### src/rtl/lbp_pkg.sv
// Package for the streaming 3x3 local binary pattern core.
// Shared widths, register reset values, config register indexes and the
// border mask struct. No dependencies.
package lbp_pkg;

  localparam int CODE_W       = 8;
  localparam int PIX_PORT_W   = 8;
  localparam int WIDTH_REG_W  = 11;
  localparam int HEIGHT_REG_W = 13;
  localparam int CFG_DATA_W   = 13;
  localparam int CFG_IDX_W    = 1;
  localparam int ROW_W        = 13;
  localparam int OUT_CNT_W    = 22;
  localparam int WIN_N        = 9;
  localparam int WIN_CENTER   = 4;

  localparam logic [WIDTH_REG_W-1:0]  WIDTH_RST  = 11'd4;
  localparam logic [HEIGHT_REG_W-1:0] HEIGHT_RST = 13'd4;
  localparam logic [HEIGHT_REG_W-1:0] MAX_HEIGHT = 13'd4096;

  typedef enum logic [CFG_IDX_W-1:0] {
    REG_IMAGE_WIDTH  = 1'b0,
    REG_IMAGE_HEIGHT = 1'b1
  } cfg_reg_e;

  // which outer window columns lie inside the frame
  typedef struct packed {
    logic left_ok;
    logic right_ok;
  } border_t;

endpackage

### src/rtl/lbp_pattern.sv
// Combinational 3x3 pattern former: masks the border columns and compares
// the eight neighbours against the centre pixel.
// Depends on lbp_pkg.
module lbp_pattern #(
  parameter int PW = 8
) (
  input  logic [PW-1:0]               win_i [lbp_pkg::WIN_N],
  input  lbp_pkg::border_t            border_i,
  output logic [lbp_pkg::CODE_W-1:0]  code_o
);

  logic [PW-1:0]               e [lbp_pkg::WIN_N];
  logic [lbp_pkg::WIN_N-1:0]   gt;

  always_comb begin
    for (int k = 0; k < lbp_pkg::WIN_N; k++) begin
      e[k] = win_i[k];
    end
    for (int r = 0; r < 3; r++) begin
      if (!border_i.left_ok) begin
        e[r*3] = '0;
      end
      if (!border_i.right_ok) begin
        e[r*3+2] = '0;
      end
    end
    for (int k = 0; k < lbp_pkg::WIN_N; k++) begin
      gt[k] = e[k] > e[lbp_pkg::WIN_CENTER];
    end
  end

  // centre skipped: neighbours after it move down one bit
  assign code_o = {gt[8:5], gt[3:0]};

endmodule

### config.mk
export PLATFORM = sky130hd
export DESIGN_NAME = lbp_pattern
export DESIGN_NICKNAME = d
export VERILOG_FILES = /design/src/rtl/lbp_pkg.sv /design/src/rtl/lbp_pattern.sv
export SDC_FILE = /design/constraint.sdc
export NUM_CORES = 1
export LEC_CHECK = 0
export BUFFER_PORTS_ARGS = -buffer_cell sky130_fd_sc_hd__buf_4
export CAP_MARGIN = 20
export CORE_MARGIN = 5
export CORE_UTILIZATION = 45
export DETAILED_ROUTE_END_ITERATION = 7
export PLACE_DENSITY = 0.77
export SETUP_SLACK_MARGIN = 0.05
export SLEW_MARGIN = 20
export SYNTH_ARGS = -nofsm -noshare
export SYNTH_HDL_FRONTEND = slang
export SYNTH_SLANG_ARGS = --single-unit
export TNS_END_PERCENT = 10
### constraint.sdc
create_clock -name vclk -period 2.8
set_clock_uncertainty 0.15 [all_clocks]
set_input_delay 0.42 -clock vclk [all_inputs]
set_output_delay 0.42 -clock vclk [all_outputs]
set_load 0.03 [all_outputs]
=== Word level (Yosys, flattened, before mapping) ===
Cells that the tools add are included.

* Register bits after elaboration: 0
* Bits of input ports: 74
* Output and inout port bits: 8
* Logic and storage cells: 14

* $lt $le $gt $ge: 8
* Mux-type cells: 6

{| class="wikitable"
|+ Operator list
! kind !! number
|-
| > comparator 8 bit || 8
|-
| two-way mux 8 bit || 6
|}

=== Longest topological paths before layout ===
* Depth in word-level cells: 2
* Depth in mapped cells: 7
* Mapped depth without buffers: 6

=== Least setup slack after synthesis ===
No wires, ideal clock.

* Kind: input-to-output
* Start: input port border_i[0] (netlist bit)
* End: output port code_o[2] (netlist bit)
* Arrival time: 1.577 ns
* Data required time: 2.230 ns
* Slack: 0.653 ns
* Stages on the path: 7
* Path buffers: 1
* Path through: buf_2 -> and2_1 -> ha_1 -> nor2b_4 -> o211ai_2 -> a21oi_2 -> o22a_1

* Cells in the longest elaborated chain, start to end: 2

{| class="wikitable"
|+ Ends and longest elaborated chain
! item !! line !! RTL
|-
| start: declaration || lbp_pattern.sv:8 || <nowiki>input lbp_pkg::border_t border_i,</nowiki>
|-
| two-way mux 8 bit || lbp_pattern.sv:23 || <nowiki>if (!border_i.right_ok) begin</nowiki>
|-
| > comparator 8 bit || lbp_pattern.sv:28 || <nowiki>gt[k] = e[k] > e[lbp_pkg::WIN_CENTER];</nowiki>
|-
| end: declaration || lbp_pattern.sv:9 || <nowiki>output logic [lbp_pkg::CODE_W-1:0] code_o</nowiki>
|}

No other way between the ends.

=== Final worst setup path ===
* Start: input port win_i[33] (netlist bit)
* End: output port code_o[0] (netlist bit)

* Cells in the longest elaborated chain, start to end: 1

{| class="wikitable"
|+ Ends and longest elaborated chain
! item !! line !! RTL
|-
| start: declaration || lbp_pattern.sv:7 || <nowiki>input logic [PW-1:0] win_i [lbp_pkg::WIN_N],</nowiki>
|-
| > comparator 8 bit || lbp_pattern.sv:28 ||
|}

No other way between the ends.

==> flow_metrics.env <==
export IMPL_routed_wl_um=4849
export IMPL_port_buffers=82
export IMPL_cp_num_cells=8
export IMPL_antenna_left=0
export IMPL_final_common_cell="buf_4"
export IMPL_drive_above_1_share=0.3643
export IMPL_drv_cap=0
export IMPL_initial_core_util=0.4756
export IMPL_tns_ps=0
export IMPL_stdcell_count=339
export IMPL_final_cell_mix="buf_4 (82), ha_1 (64), and2_1 (42)"
export IMPL_gp_congestion=0.8513
export IMPL_max_stage_delay_ps=310
export IMPL_die_h_um=72.90
export IMPL_status="complete, no violations"
export IMPL_post_cts_buffers=0
export IMPL_seq_area_um2=0
export IMPL_vias=1824
export IMPL_cts_resized=0
export IMPL_synth_area_leaders="ha_1 (45%), and2_1 (15%), a21oi_1 (6.7%), nor2b_4 (6.2%), nand4_1 (5.6%)"
export IMPL_avgSynthCellArea_um2=8.359
export IMPL_worst_path_max_delay_cell="ha_1"
export IMPL_nFlopsAndLatches=0
export IMPL_grt_usage=0.1758
export IMPL_routedWlPerCell_um=14.30
export IMPL_end_kind="primary output"
export IMPL_syn_inst=213
export IMPL_rows=22
export IMPL_ios=82
export IMPL_yosysUniqueCellTypes=12
export IMPL_syn_num_nets=351
export IMPL_ys_seq_area_frac=0
export IMPL_powerDensity_mw_per_mm2=157.4
export IMPL_hold_buffers=0
export IMPL_setup_viol=0
export IMPL_drt_pass1_iterations=4
export IMPL_placed_cells=339
export IMPL_fp_dieW_um=72.90
export IMPL_met2_usage=0.3146
export IMPL_crit_path_end="code_o[0]"
export IMPL_syn2layout_area_growth_pct=36.82
export IMPL_yosys_warnings=0
export IMPL_path_max_fanout=8
export IMPL_crit_top_cell="buf_4"
export IMPL_finalCritPeriodShare=0.8424
export IMPL_place_hpwl_um=4057
export IMPL_post_route_drc_count=0
export IMPL_antenna_found_initial=0
export IMPL_antenna_cells=0
export IMPL_netlist_area_mm2=0.001780
export IMPL_grt_overflow_total=0
export IMPL_finalHoldViolations=0
export IMPL_rsz0062_at_grt="false"
export IMPL_hold_path_class="input pin to primary output"
export IMPL_nets=431
export IMPL_grt_pass1_vias=1755
export IMPL_grt_pass1_wl_um=7700
export IMPL_yosys_area_top_type="ha_1"
export IMPL_path_class="input pin to primary output"
export IMPL_grt_max_degree=25
export IMPL_setup_ws_ps=441.3
export IMPL_drv_slew=0
export IMPL_top_usage_layer="met2"
export IMPL_crit_family="buffers and inverters"
export IMPL_post_route_min_period_ps=2359
export IMPL_startpoint="win_i[33]"
export IMPL_cp_start_kind="input pin"
export IMPL_drt_iter0_markers=66
export IMPL_slew_headroom=0.7327
export IMPL_drt_vias_per_instance=5.381
export IMPL_arrival_ps=1790
export IMPL_worstPathRequired_ps=2230
export IMPL_min_path_cells=6
export IMPL_max_clock_freq_mhz=424.0
export IMPL_grtUsageMet3=0.01791
export IMPL_yosysTopAreaCellShare=0.4498
export IMPL_place_ws_ps=441.8
export IMPL_met1_usage=0.2352
export IMPL_p_leak_nw=1.265
export IMPL_fillers=352
export IMPL_coreArea_mm2=0.003744
export IMPL_vdd_ir_drop_max_mv=0.08405
export IMPL_die_area_mm2=0.005314
export IMPL_worst_pin_slew_ps=400.5
export IMPL_path_cells="buf_4, inv_1, ha_1, nor2b_4, o211ai_2, a21oi_2, o22a_1, buf_4"
export IMPL_crit_buf_inv=3
export IMPL_clock_buffers=0
[per-layer routing]
layer  vias to the layer above  wire [µm]
met5                         -          0
met4                         0         10
met1                       808       2155
li1                        955          -
met2                        59       2294
met3                         2        387
[metrics by stage]
stage,power [mW],area [µm²],hold WS (ps),utilization
6_report,0.3833,2436,1285,0.6507
5_1_grt,0.4288,2436,1354,0.6507
4_1_cts,0.3861,2436,1293,0.6507
3_5_place_dp,0.3845,2436,1291,0.6507
3_3_place_gp,0.3735,2436,1290,0.6507
2_1_floorplan,0.2391,1780,1151,-
[worst min-delay path by stage]
stage,from,endpoint
global route,win_i[15],code_o[6]
global placement,win_i[15],code_o[6]
CTS,win_i[63],code_o[1]
finish,win_i[63],code_o[1]
floorplan,win_i[32],code_o[6]
detailed placement,win_i[15],code_o[6]
[cell families after synthesis]
kind of cell               Yosys count  share of synthesized area
AOI/OAI and AO/OA                   56                     0.2249
adders and majority gates           64                     0.4498
buffers and inverters               13                    0.03022
and+or+nand+nor                     80                     0.2952
[tightest hold or removal path: stages]
cell and delay (ps):
buf_4 80, ha_1 120, a21oi_1 40, o21ai_0 70, o22a_1 130, buf_4 150
[power by group]
part	leakage [nW]	total [mW]	switching, mW	internal [mW]
clock network	0	0	0	0
registers	0	0	0	0
logic	1.26	0.383	0.184	0.199
total	1.26	0.383	0.184	0.199
[cells in the mapped netlist, drive strengths merged]
master and instances:
a21oi 32, ha 64, inv 9, o22a 8, o211ai 8, and2 42, nand2 14, nand4 16
nor2b 8, buf 4, o21ai 8
[final cells by class]
class | count | area, µm² | share of cell area
inverters | 9 | 33.78 | 0.01387
well taps | 48 | 60.06 | 0.02465
multi-input cells | 200 | 1727 | 0.7088
repair buffers | 82 | 615.6 | 0.2527
Note: power is estimated with default switching activity, not from simulation.
